### config.mk
export PLATFORM = sky130hd
export DESIGN_NAME = rc4_stream_cipher_unit
export DESIGN_NICKNAME = d
export VERILOG_FILES = /design/src/hw/rtl/rc4_pkg.sv /design/src/hw/rtl/rc4_stream_cipher_unit.sv /design/src/hw/rtl/rc4_ram.sv /design/src/hw/rtl/rc4_csr.sv /design/src/hw/rtl/rc4_ctrl.sv /design/src/hw/rtl/rc4_dp.sv
export SDC_FILE = /design/constraint.sdc
export NUM_CORES = 2
export LEC_CHECK = 0
export BUFFER_PORTS_ARGS = -buffer_cell sky130_fd_sc_hd__buf_2
export CAP_MARGIN = 20
export CORE_ASPECT_RATIO = 0.5
export CORE_UTILIZATION = 65
export CTS_CLUSTER_SIZE = 10
export DETAILED_ROUTE_END_ITERATION = 12
export MAX_ROUTING_LAYER = met4
export PLACE_DENSITY_LB_ADDON = 0.12
export SETUP_SLACK_MARGIN = 0.5
export SYNTH_ARGS = -nofsm -noshare
export SYNTH_HDL_FRONTEND = slang
export SYNTH_SLANG_ARGS = --single-unit
### constraint.sdc
create_clock -name clock -period 32.6 [get_ports clock]
set_input_delay 3.26 -clock clock [delete_from_list [all_inputs] [get_ports clock]]
set_output_delay 3.26 -clock clock [all_outputs]
set_load 0.02 [all_outputs]
### src/hw/rtl/rc4_pkg.sv
// Shared types and constants for the RC4 stream cipher unit.
// No dependencies; imported by every module of the block except rc4_ram.
`timescale 1ns / 1ps

package rc4_pkg;

   // Permutation store and byte geometry
   localparam int PERM_DEPTH  = 256;
   localparam int PERM_ADDR_W = 8;
   localparam int BYTE_W      = 8;

   // Key storage
   localparam int KEY_BYTES_MAX = 32;
   localparam int KEY_IDX_W     = 5;
   localparam int KEY_WORDS     = 4;
   localparam int KEY_WORD_W    = 64;
   localparam int KEY_VEC_W     = KEY_WORDS * KEY_WORD_W;
   localparam int KEY_LEN_W     = 6;

   // Register port
   localparam int CSR_DATA_W = 64;
   localparam int CSR_ADDR_W = 6;
   localparam int CSR_IDX_W  = 3;

   typedef enum logic [CSR_IDX_W-1:0] {
      REG_KEY_WORD0  = 3'd0,
      REG_KEY_WORD1  = 3'd1,
      REG_KEY_WORD2  = 3'd2,
      REG_KEY_WORD3  = 3'd3,
      REG_KEY_LENGTH = 3'd4
   } csr_reg_type;

   // Sequencer states, one-hot
   typedef enum logic [11:0] {
      ST_IDLE  = 12'b0000_0000_0001,
      ST_FILL  = 12'b0000_0000_0010,
      ST_K_RDN = 12'b0000_0000_0100,
      ST_K_RDJ = 12'b0000_0000_1000,
      ST_K_WRN = 12'b0000_0001_0000,
      ST_K_WRJ = 12'b0000_0010_0000,
      ST_P_RDI = 12'b0000_0100_0000,
      ST_P_RDJ = 12'b0000_1000_0000,
      ST_P_WRI = 12'b0001_0000_0000,
      ST_P_WRJ = 12'b0010_0000_0000,
      ST_P_RDT = 12'b0100_0000_0000,
      ST_P_OUT = 12'b1000_0000_0000
   } ctrl_state_type;

   // Datapath commands, one step each
   typedef struct packed {
      logic load;       // capture the input byte
      logic clr_sched;  // clear counter, j and key index before scheduling
      logic fill_wr;    // S[n] = n, n++
      logic k_rd_n;     // read S[n]
      logic k_rd_j;     // j += S[n] + key, read S[j]
      logic k_wr_n;     // S[n] = S[j]
      logic k_wr_j;     // S[j] = old S[n], n++, key index++
      logic clr_idx;    // i = j = 0 at end of scheduling
      logic p_rd_i;     // i++, read S[i]
      logic p_rd_j;     // j += S[i], read S[j]
      logic p_wr_i;     // S[i] = S[j]
      logic p_wr_j;     // S[j] = old S[i]
      logic p_out;      // load result register
   } dp_cmd_type;

   typedef struct packed {
      logic n_last;     // sweep counter at last entry
      logic out_free;   // result register may be loaded this cycle
   } dp_status_type;

endpackage

### src/hw/rtl/rc4_stream_cipher_unit.sv
// Top level of the RC4 stream cipher unit.
// Depends on rc4_pkg, rc4_csr, rc4_ctrl, rc4_dp and rc4_ram.
//
//   channel | direction | ports                                 | transfer when
//   --------+-----------+---------------------------------------+--------------------------
//   req     | in        | req_data_byte, req_message_start      | req_valid & req_ready
//   rsp     | out       | rsp_out_byte                          | rsp_valid & rsp_ready
//   csr     | in/out    | csr_paddr, csr_pwdata, csr_prdata     | psel & penable & pwrite
//
// One byte at a time: the next byte is taken only once the result of the previous one is
// loaded, an order set by the single read port of the 256-entry permutation RAM (read i,
// read j, two swap writes, read t, load result, idle).
// A message-start byte, and the first byte after reset, first runs key scheduling:
// an identity fill of all 256 entries, then a swap of S[n] and S[j] per entry, before its keystream step.
// Reset is synchronous and active high; the permutation RAM is not cleared.
// A result waiting in the output register holds the block only at its final step,
// so the next byte is taken as soon as the previous result is loaded.
`timescale 1ns / 1ps

module rc4_stream_cipher_unit (
   input  logic                           clock,
   input  logic                           reset,
   input  logic                           req_valid,
   output logic                           req_ready,
   input  logic [rc4_pkg::BYTE_W-1:0]     req_data_byte,
   input  logic                           req_message_start,
   output logic                           rsp_valid,
   input  logic                           rsp_ready,
   output logic [rc4_pkg::BYTE_W-1:0]     rsp_out_byte,
   input  logic                           csr_psel,
   input  logic                           csr_penable,
   input  logic                           csr_pwrite,
   input  logic [rc4_pkg::CSR_ADDR_W-1:0] csr_paddr,
   input  logic [rc4_pkg::CSR_DATA_W-1:0] csr_pwdata,
   output logic [rc4_pkg::CSR_DATA_W-1:0] csr_prdata,
   output logic                           csr_pready
);
   import rc4_pkg::*;

   logic [KEY_VEC_W-1:0] key_vec;
   logic [KEY_LEN_W-1:0] key_length;
   dp_cmd_type           cmd;
   dp_status_type        status;

   rc4_csr u_csr (
      .clock       (clock),
      .reset       (reset),
      .csr_psel    (csr_psel),
      .csr_penable (csr_penable),
      .csr_pwrite  (csr_pwrite),
      .csr_paddr   (csr_paddr),
      .csr_pwdata  (csr_pwdata),
      .csr_prdata  (csr_prdata),
      .csr_pready  (csr_pready),
      .key_vec     (key_vec),
      .key_length  (key_length)
   );

   rc4_ctrl u_ctrl (
      .clock             (clock),
      .reset             (reset),
      .req_valid         (req_valid),
      .req_message_start (req_message_start),
      .req_ready         (req_ready),
      .status            (status),
      .cmd               (cmd)
   );

   rc4_dp u_dp (
      .clock         (clock),
      .reset         (reset),
      .cmd           (cmd),
      .status        (status),
      .req_data_byte (req_data_byte),
      .key_vec       (key_vec),
      .key_length    (key_length),
      .rsp_valid     (rsp_valid),
      .rsp_ready     (rsp_ready),
      .rsp_out_byte  (rsp_out_byte)
   );

endmodule

### src/hw/rtl/rc4_ram.sv
// Generic single write port, single read port RAM with registered read.
// No dependencies.
`timescale 1ns / 1ps

module rc4_ram #(
   parameter int WIDTH = 8,
   parameter int DEPTH = 256
) (
   input  logic                     clock,
   input  logic                     wr_en,
   input  logic [$clog2(DEPTH)-1:0] wr_addr,
   input  logic [WIDTH-1:0]         wr_data,
   input  logic [$clog2(DEPTH)-1:0] rd_addr,
   output logic [WIDTH-1:0]         rd_data
);

   logic [WIDTH-1:0] mem_ff [DEPTH];
   logic [WIDTH-1:0] rd_data_ff;

   // read returns the contents before a same-cycle write
   always_ff @(posedge clock) begin
      if (wr_en) begin
         mem_ff[wr_addr] <= wr_data;
      end
      rd_data_ff <= mem_ff[rd_addr];
   end

   assign rd_data = rd_data_ff;

endmodule

### src/hw/rtl/rc4_csr.sv
// Key and key-length registers behind the APB-style register port.
// Depends on rc4_pkg.
`timescale 1ns / 1ps

module rc4_csr (
   input  logic                             clock,
   input  logic                             reset,
   input  logic                             csr_psel,
   input  logic                             csr_penable,
   input  logic                             csr_pwrite,
   input  logic [rc4_pkg::CSR_ADDR_W-1:0]   csr_paddr,
   input  logic [rc4_pkg::CSR_DATA_W-1:0]   csr_pwdata,
   output logic [rc4_pkg::CSR_DATA_W-1:0]   csr_prdata,
   output logic                             csr_pready,
   output logic [rc4_pkg::KEY_VEC_W-1:0]    key_vec,
   output logic [rc4_pkg::KEY_LEN_W-1:0]    key_length
);
   import rc4_pkg::*;

   logic [KEY_WORD_W-1:0] key_word_ff [KEY_WORDS];
   logic [KEY_WORD_W-1:0] key_word_in [KEY_WORDS];
   logic [KEY_LEN_W-1:0]  key_length_ff;
   logic [KEY_LEN_W-1:0]  key_length_in;
   csr_reg_type           reg_idx;
   logic                  wr_stb;

   // 8-byte register spacing
   assign reg_idx = csr_reg_type'(csr_paddr[CSR_ADDR_W-1:3]);
   assign wr_stb  = csr_psel & csr_penable & csr_pwrite;

   // write decode; indexes past the list are dropped
   always_comb begin
      key_word_in   = key_word_ff;
      key_length_in = key_length_ff;
      if (wr_stb) begin
         case (reg_idx)
            REG_KEY_WORD0:  key_word_in[0] = csr_pwdata;
            REG_KEY_WORD1:  key_word_in[1] = csr_pwdata;
            REG_KEY_WORD2:  key_word_in[2] = csr_pwdata;
            REG_KEY_WORD3:  key_word_in[3] = csr_pwdata;
            REG_KEY_LENGTH: key_length_in = csr_pwdata[KEY_LEN_W-1:0];
            default: ;
         endcase
      end
   end

   always_ff @(posedge clock) begin
      if (reset) begin
         for (int w = 0; w < KEY_WORDS; w++) begin
            key_word_ff[w] <= '0;
         end
         key_length_ff <= KEY_LEN_W'(1);
      end else begin
         key_word_ff   <= key_word_in;
         key_length_ff <= key_length_in;
      end
   end

   // read mux
   always_comb begin
      case (reg_idx)
         REG_KEY_WORD0:  csr_prdata = key_word_ff[0];
         REG_KEY_WORD1:  csr_prdata = key_word_ff[1];
         REG_KEY_WORD2:  csr_prdata = key_word_ff[2];
         REG_KEY_WORD3:  csr_prdata = key_word_ff[3];
         REG_KEY_LENGTH: csr_prdata = {{(CSR_DATA_W-KEY_LEN_W){1'b0}}, key_length_ff};
         default:        csr_prdata = '0;
      endcase
   end

   assign csr_pready = 1'b1;
   assign key_vec    = {key_word_ff[3], key_word_ff[2], key_word_ff[1], key_word_ff[0]};
   assign key_length = key_length_ff;

endmodule

### src/hw/rtl/rc4_ctrl.sv
// Sequencer for the RC4 unit: key scheduling sweep and per-byte keystream steps.
// Depends on rc4_pkg; drives rc4_dp through command and status structs.
`timescale 1ns / 1ps

module rc4_ctrl (
   input  logic                   clock,
   input  logic                   reset,
   input  logic                   req_valid,
   input  logic                   req_message_start,
   output logic                   req_ready,
   input  rc4_pkg::dp_status_type status,
   output rc4_pkg::dp_cmd_type    cmd
);
   import rc4_pkg::*;

   ctrl_state_type state_ff;
   ctrl_state_type state_in;
   logic           keyed_ff;
   logic           keyed_in;

   always_comb begin
      state_in  = state_ff;
      keyed_in  = keyed_ff;
      cmd       = '0;
      req_ready = 1'b0;
      case (state_ff)
         ST_IDLE: begin
            req_ready = 1'b1;
            if (req_valid) begin
               cmd.load = 1'b1;
               // unkeyed permutation forces a reschedule
               if (req_message_start || !keyed_ff) begin
                  cmd.clr_sched = 1'b1;
                  state_in      = ST_FILL;
               end else begin
                  state_in = ST_P_RDI;
               end
            end
         end
         // identity fill, one entry a cycle
         ST_FILL: begin
            cmd.fill_wr = 1'b1;
            if (status.n_last) begin
               state_in = ST_K_RDN;
            end
         end
         // key scheduling swap per entry: read S[n], read S[j], write S[n], write S[j]
         ST_K_RDN: begin
            cmd.k_rd_n = 1'b1;
            state_in   = ST_K_RDJ;
         end
         ST_K_RDJ: begin
            cmd.k_rd_j = 1'b1;
            state_in   = ST_K_WRN;
         end
         ST_K_WRN: begin
            cmd.k_wr_n = 1'b1;
            state_in   = ST_K_WRJ;
         end
         ST_K_WRJ: begin
            cmd.k_wr_j = 1'b1;
            if (status.n_last) begin
               cmd.clr_idx = 1'b1;
               keyed_in    = 1'b1;
               state_in    = ST_P_RDI;
            end else begin
               state_in = ST_K_RDN;
            end
         end
         // keystream step
         ST_P_RDI: begin
            cmd.p_rd_i = 1'b1;
            state_in   = ST_P_RDJ;
         end
         ST_P_RDJ: begin
            cmd.p_rd_j = 1'b1;
            state_in   = ST_P_WRI;
         end
         ST_P_WRI: begin
            cmd.p_wr_i = 1'b1;
            state_in   = ST_P_WRJ;
         end
         ST_P_WRJ: begin
            cmd.p_wr_j = 1'b1;
            state_in   = ST_P_RDT;
         end
         ST_P_RDT: begin
            state_in = ST_P_OUT;
         end
         // hold until the result register is free
         ST_P_OUT: begin
            if (status.out_free) begin
               cmd.p_out = 1'b1;
               state_in  = ST_IDLE;
            end
         end
         default: begin
            state_in = ST_IDLE;
         end
      endcase
   end

   always_ff @(posedge clock) begin
      if (reset) begin
         state_ff <= ST_IDLE;
         keyed_ff <= 1'b0;
      end else begin
         state_ff <= state_in;
         keyed_ff <= keyed_in;
      end
   end

endmodule

### src/hw/rtl/rc4_dp.sv
// RC4 datapath: permutation RAM, indices, swap holding registers, result register.
// Depends on rc4_pkg and rc4_ram; steered by rc4_ctrl.
`timescale 1ns / 1ps

module rc4_dp (
   input  logic                          clock,
   input  logic                          reset,
   input  rc4_pkg::dp_cmd_type           cmd,
   output rc4_pkg::dp_status_type        status,
   input  logic [rc4_pkg::BYTE_W-1:0]    req_data_byte,
   input  logic [rc4_pkg::KEY_VEC_W-1:0] key_vec,
   input  logic [rc4_pkg::KEY_LEN_W-1:0] key_length,
   output logic                          rsp_valid,
   input  logic                          rsp_ready,
   output logic [rc4_pkg::BYTE_W-1:0]    rsp_out_byte
);
   import rc4_pkg::*;

   logic [PERM_ADDR_W-1:0] n_ff, n_in;
   logic [KEY_IDX_W-1:0]   kidx_ff, kidx_in;
   logic [PERM_ADDR_W-1:0] i_ff, i_in;
   logic [PERM_ADDR_W-1:0] j_ff, j_in;
   logic [BYTE_W-1:0]      si_ff, si_in;
   logic [BYTE_W-1:0]      sj_ff, sj_in;
   logic [BYTE_W-1:0]      data_ff, data_in;
   logic                   out_valid_ff, out_valid_in;
   logic [BYTE_W-1:0]      out_byte_ff, out_byte_in;

   logic                   ram_we;
   logic [PERM_ADDR_W-1:0] ram_waddr;
   logic [BYTE_W-1:0]      ram_wdata;
   logic [PERM_ADDR_W-1:0] ram_raddr;
   logic [BYTE_W-1:0]      ram_rdata;

   logic [KEY_IDX_W-1:0]   kidx_last;
   logic [BYTE_W-1:0]      key_byte;
   logic [PERM_ADDR_W-1:0] j_ksa;
   logic [PERM_ADDR_W-1:0] j_prga;
   logic [PERM_ADDR_W-1:0] i_next;

   rc4_ram #(
      .WIDTH (BYTE_W),
      .DEPTH (PERM_DEPTH)
   ) u_perm_ram (
      .clock   (clock),
      .wr_en   (ram_we),
      .wr_addr (ram_waddr),
      .wr_data (ram_wdata),
      .rd_addr (ram_raddr),
      .rd_data (ram_rdata)
   );

   // effective key length: zero counts as one, saturate at the key size
   always_comb begin
      if (key_length == '0) begin
         kidx_last = '0;
      end else if (key_length > KEY_LEN_W'(KEY_BYTES_MAX)) begin
         kidx_last = KEY_IDX_W'(KEY_BYTES_MAX - 1);
      end else begin
         kidx_last = KEY_IDX_W'(key_length - 1'b1);
      end
   end

   assign key_byte = key_vec[kidx_ff*BYTE_W +: BYTE_W];
   assign j_ksa    = j_ff + ram_rdata + key_byte;
   assign j_prga   = j_ff + ram_rdata;
   assign i_next   = i_ff + 1'b1;

   // step logic
   always_comb begin
      n_in         = n_ff;
      kidx_in      = kidx_ff;
      i_in         = i_ff;
      j_in         = j_ff;
      si_in        = si_ff;
      sj_in        = sj_ff;
      data_in      = data_ff;
      out_valid_in = out_valid_ff & ~rsp_ready;
      out_byte_in  = out_byte_ff;
      ram_we       = 1'b0;
      ram_waddr    = n_ff;
      ram_wdata    = n_ff;
      // keystream address stays put while the result waits
      ram_raddr    = si_ff + sj_ff;

      if (cmd.load) begin
         data_in = req_data_byte;
      end
      if (cmd.clr_sched) begin
         n_in    = '0;
         j_in    = '0;
         kidx_in = '0;
      end
      if (cmd.fill_wr) begin
         ram_we = 1'b1;
         n_in   = n_ff + 1'b1;
      end
      if (cmd.k_rd_n) begin
         ram_raddr = n_ff;
      end
      if (cmd.k_rd_j) begin
         si_in     = ram_rdata;
         j_in      = j_ksa;
         ram_raddr = j_ksa;
      end
      if (cmd.k_wr_n) begin
         sj_in     = ram_rdata;
         ram_we    = 1'b1;
         ram_waddr = n_ff;
         ram_wdata = ram_rdata;
      end
      if (cmd.k_wr_j) begin
         ram_we    = 1'b1;
         ram_waddr = j_ff;
         ram_wdata = si_ff;
         n_in      = n_ff + 1'b1;
         kidx_in   = (kidx_ff == kidx_last) ? '0 : kidx_ff + 1'b1;
      end
      if (cmd.clr_idx) begin
         i_in = '0;
         j_in = '0;
      end
      if (cmd.p_rd_i) begin
         i_in      = i_next;
         ram_raddr = i_next;
      end
      if (cmd.p_rd_j) begin
         si_in     = ram_rdata;
         j_in      = j_prga;
         ram_raddr = j_prga;
      end
      if (cmd.p_wr_i) begin
         sj_in     = ram_rdata;
         ram_we    = 1'b1;
         ram_waddr = i_ff;
         ram_wdata = ram_rdata;
      end
      if (cmd.p_wr_j) begin
         ram_we    = 1'b1;
         ram_waddr = j_ff;
         ram_wdata = si_ff;
      end
      if (cmd.p_out) begin
         out_valid_in = 1'b1;
         out_byte_in  = data_ff ^ ram_rdata;
      end
   end

   // payload registers
   always_ff @(posedge clock) begin
      n_ff        <= n_in;
      kidx_ff     <= kidx_in;
      si_ff       <= si_in;
      sj_ff       <= sj_in;
      data_ff     <= data_in;
      out_byte_ff <= out_byte_in;
   end

   // indices and result flag
   always_ff @(posedge clock) begin
      if (reset) begin
         i_ff         <= '0;
         j_ff         <= '0;
         out_valid_ff <= 1'b0;
      end else begin
         i_ff         <= i_in;
         j_ff         <= j_in;
         out_valid_ff <= out_valid_in;
      end
   end

   assign status.n_last   = (n_ff == PERM_ADDR_W'(PERM_DEPTH - 1));
   assign status.out_free = ~out_valid_ff | rsp_ready;
   assign rsp_valid       = out_valid_ff;
   assign rsp_out_byte    = out_byte_ff;

endmodule

==> results.yml <==
status:
  outcome: "finished, final reports clean"
drt:
  via_per_inst: 6.80
  drtIter0Drc: 9908
  drcViolationCount: 0
  avgRoutedWirePerCell_um: 28.3
  wirelength_um: 277000
  vias: 66400
  final_antenna_net_count: 0
  dr.pass1.iters: 6
cts:
  clock-sinks: 2393
  cts.htree.levels: 5
  numCtsBuffers: 281
  path_clk_slew_ns: 0.06
  cts_root_buf: "clkbuf_16"
  cts-resized-gates: 0
  cts_tree: "done"
  cts_hold_buf: 0
  cts_setup_buffers: 0
  cts_buffer_depth: 4
  clkLatencyLatePin_ns: 0.84
critical_path:
  crit_type: "flop to flop"
  rr_worst_depth: 18
  worstPathCellList: "buf_12 -> mux4_2 -> mux4_2 -> mux2_2 -> ha_1 -> a221o_1 -> a21oi_4 -> buf_4 -> buf_4 -> buf_4 -> buf_4 -> buf_4 -> a211oi_1 -> a311oi_1 -> a211oi_1 -> or4_1 -> a32o_1 -> nor4_2"
  crit_family: "buffers and inverters"
  arrival_ns: 10.96
  critPathBufInv: 6
  critPathMostFrequentCell: "buf_4"
  cp_max_fo: 84
  cp-start-kind: "flop"
  cp_data_required_time_ns: 33.21
  critical_path.max_stage_delay_ns: 0.82
  cp.depth: 18
  slowest_stage: "buf_4"
  end_kind: "flop"
grt:
  grt_pass1_wl_um: 406000
  gr-total-overflow: 0
  antenna_found_initial: 17
  grt_max_degree: 225
  track_usage_pct: 36.5
  grt_pass1_vias: 64000
floorplan:
  coreArea_um2: 152000
  fp-row-count: 101
  initial_core_util_pct: 65.5
  io_pins: 161
  die_area_um2: 155000
  dieHeight_um: 278
  die_w_um: 555
cells_and_area:
  fin_cells: 9773
  fillCellCount: 9679
  drive_gt1_share_pct: 10.1
  final_net_count: 7740
  area_growth_pct: 9.92
synth:
  ys_seq_area_share_pct: 69.3
  synth_area_leaders: "edfxtp_1, nand2_1, dfxtp_1, mux2i_1, mux4_2"
  synth.distinct_cells: 90
  yosysMostFrequentCell: "edfxtp_1"
  synth_area_leader_cell: "edfxtp_1"
  syn-num-nets: 7718
  synthFlopType: "edfxtp_1"
  avgSynthCellArea_um2: 13.1
  ys_top_cells_by_count: "edfxtp_1, nand2_1, mux2i_1, nor2_1, a21oi_1"
  yosysTopAreaCellShare_pct: 63.2
  ys_seq_elements: 2393
  postSynthCellCount: 7604
  synth-async-reset-ratio_pct: 0
  synth-edff-count: 2093
  syn_area_um2: 99400
  yosys_warnings: 0
sta:
  setup_viol: 0
  grt_setup_unrepaired: "no"
  finalHoldViolCount: 0
  finalClockSkew_ns: 0.0647
  fin_crit_ns: 10.35
  slew_headroom_pct: 17.3
  fin_crit_sh_pct: 31.7
  tightest_slew_ns: 1.23
  holdWs_ns: 0.470
  slew_violations: 0
  fin_setup_tns_ns: 0
  fmax_mhz: 96.7
placed_design:
  dp.cells: 9397
  place.gp.congestion: 0.977
  port_buffers: 156
  place_hpwl_um: 161000
power:
  finalPower_w: 0.00639
  power_density_nw_per_um2: 58.5
  vdd_ir_drop_max_mv: 0.0417
  power.leakage_nw: 36.9
run:
  maxCapViolations: 0
worst_hold_path:
  worst_hold_path_type: "flop to flop"
  hold_depth: 2
==> per-layer routing <==
metal	global-route usage [%]	up-vias	share of wire, %	routed length, µm
li1	-	28400	-	-
met1	48.4	32900	37	104000
met2	54.1	4343	46	127000
met3	9.06	766	12	33300
met4	15.9	0	4.7	13000
met5	-	-	0	0
==> layout make-up <==
class	instances	area, µm²	share of cell area, %
inverters	18	67.6	0.0619
clock buffers	336	7340	6.72
repair buffers	273	1810	1.66
multi-input cells	4659	28200	25.9
flip-flops and latches	2393	68900	63.0
diodes	14	35.0	0.0321
well taps	2060	2580	2.36
clock inverters	20	293	0.268
==> worst reg2reg max path, stage by stage (launching register included) <==
cell      delay [ns]
edfxtp_1        0.68
buf_12          0.46
mux4_2          0.90
mux4_2          0.51
mux2_2          0.33
ha_1            0.32
a221o_1         0.42
a21oi_4         0.20
buf_4           0.74
buf_4           0.87
buf_4           0.84
buf_4           0.88
buf_4           0.79
a211oi_1        0.18
a311oi_1        0.39
a211oi_1        0.12
or4_1           0.64
a32o_1          0.45
nor4_2          0.44
==> metrics by stage <==
step	utilization [%]	instance area, µm²	setup slack (ns)
3_3_place_gp	66.9	101000	22.83
5_1_grt	72.0	109000	21.97
6_report	72.0	109000	22.25
4_1_cts	71.9	109000	22.65
3_5_place_dp	66.9	101000	22.70
2_1_floorplan	-	99400	18.41
==> worst paths after layout <==
kind / startpoint / end / slack [ns]
worst max-delay path: u_dp.kidx_ff[0] / u_dp.u_perm_ram.rd_data[5] / 22.25
worst min-delay path: u_csr.key_vec[234] / u_csr.key_vec[234] / 0.47
worst max register to register: u_dp.kidx_ff[0] / u_dp.u_perm_ram.rd_data[5] / 22.25
worst min register to register: u_csr.key_vec[234] / u_csr.key_vec[234] / 0.47
==> layout by cell type (no fill, tap or decap), types with 40 or more instances in the layout <==
master / count
edfxtp_1: 2093
nand2_1: 1871
mux2i_1: 383
nor2_1: 352
a21oi_1: 329
dfxtp_1: 300
clkbuf_16: 286
nand3_1: 285
a32oi_1: 211
buf_2: 155
buf_4: 104
mux4_2: 100
and3_1: 81
a211oi_1: 71
nand4_1: 70
o211ai_1: 69
o21ai_0: 62
a221o_1: 59
a22o_1: 57
clkbuf_1: 50
a31oi_1: 49
nor3_1: 48
and2_1: 40
==> sequential cells by signal (all words and copies together), names as in the netlist <==
name	count
u_dp.n_ff	8
u_dp.kidx_ff	5
u_dp.rsp_valid	1
u_dp.sj_ff	8
u_dp.si_ff	8
u_ctrl.keyed_ff	1
u_dp.rsp_out_byte	8
u_dp.j_ff	8
u_ctrl.state_ff	12
u_dp.u_perm_ram.rd_data	8
u_dp.i_ff	8
u_csr.key_vec	256
u_dp.u_perm_ram.mem_ff	2048
u_dp.data_ff	8
u_csr.key_length	6
==> report_power, final <==
group	internal (W)	switching [W]	leakage (nW)
clock network	0.00158	0.00118	3.71
logic	0.0000408	0.000186	11.8
registers	0.00340	0.00000802	21.4
total	0.00502	0.00137	36.9
==> cells by family after synthesis <==
kind of cell | Yosys count | synth area share (%)
compound gates | 1145 | 8.25
xor+xnor | 45 | 0.410
fa+ha+maj | 30 | 0.395
flops | 2393 | 69.3
other cells | 1 | 0.00377
mux | 507 | 6.40
simple gates | 2931 | 12.7
buf+inv | 552 | 2.58
(Power assumes the default switching activity.)
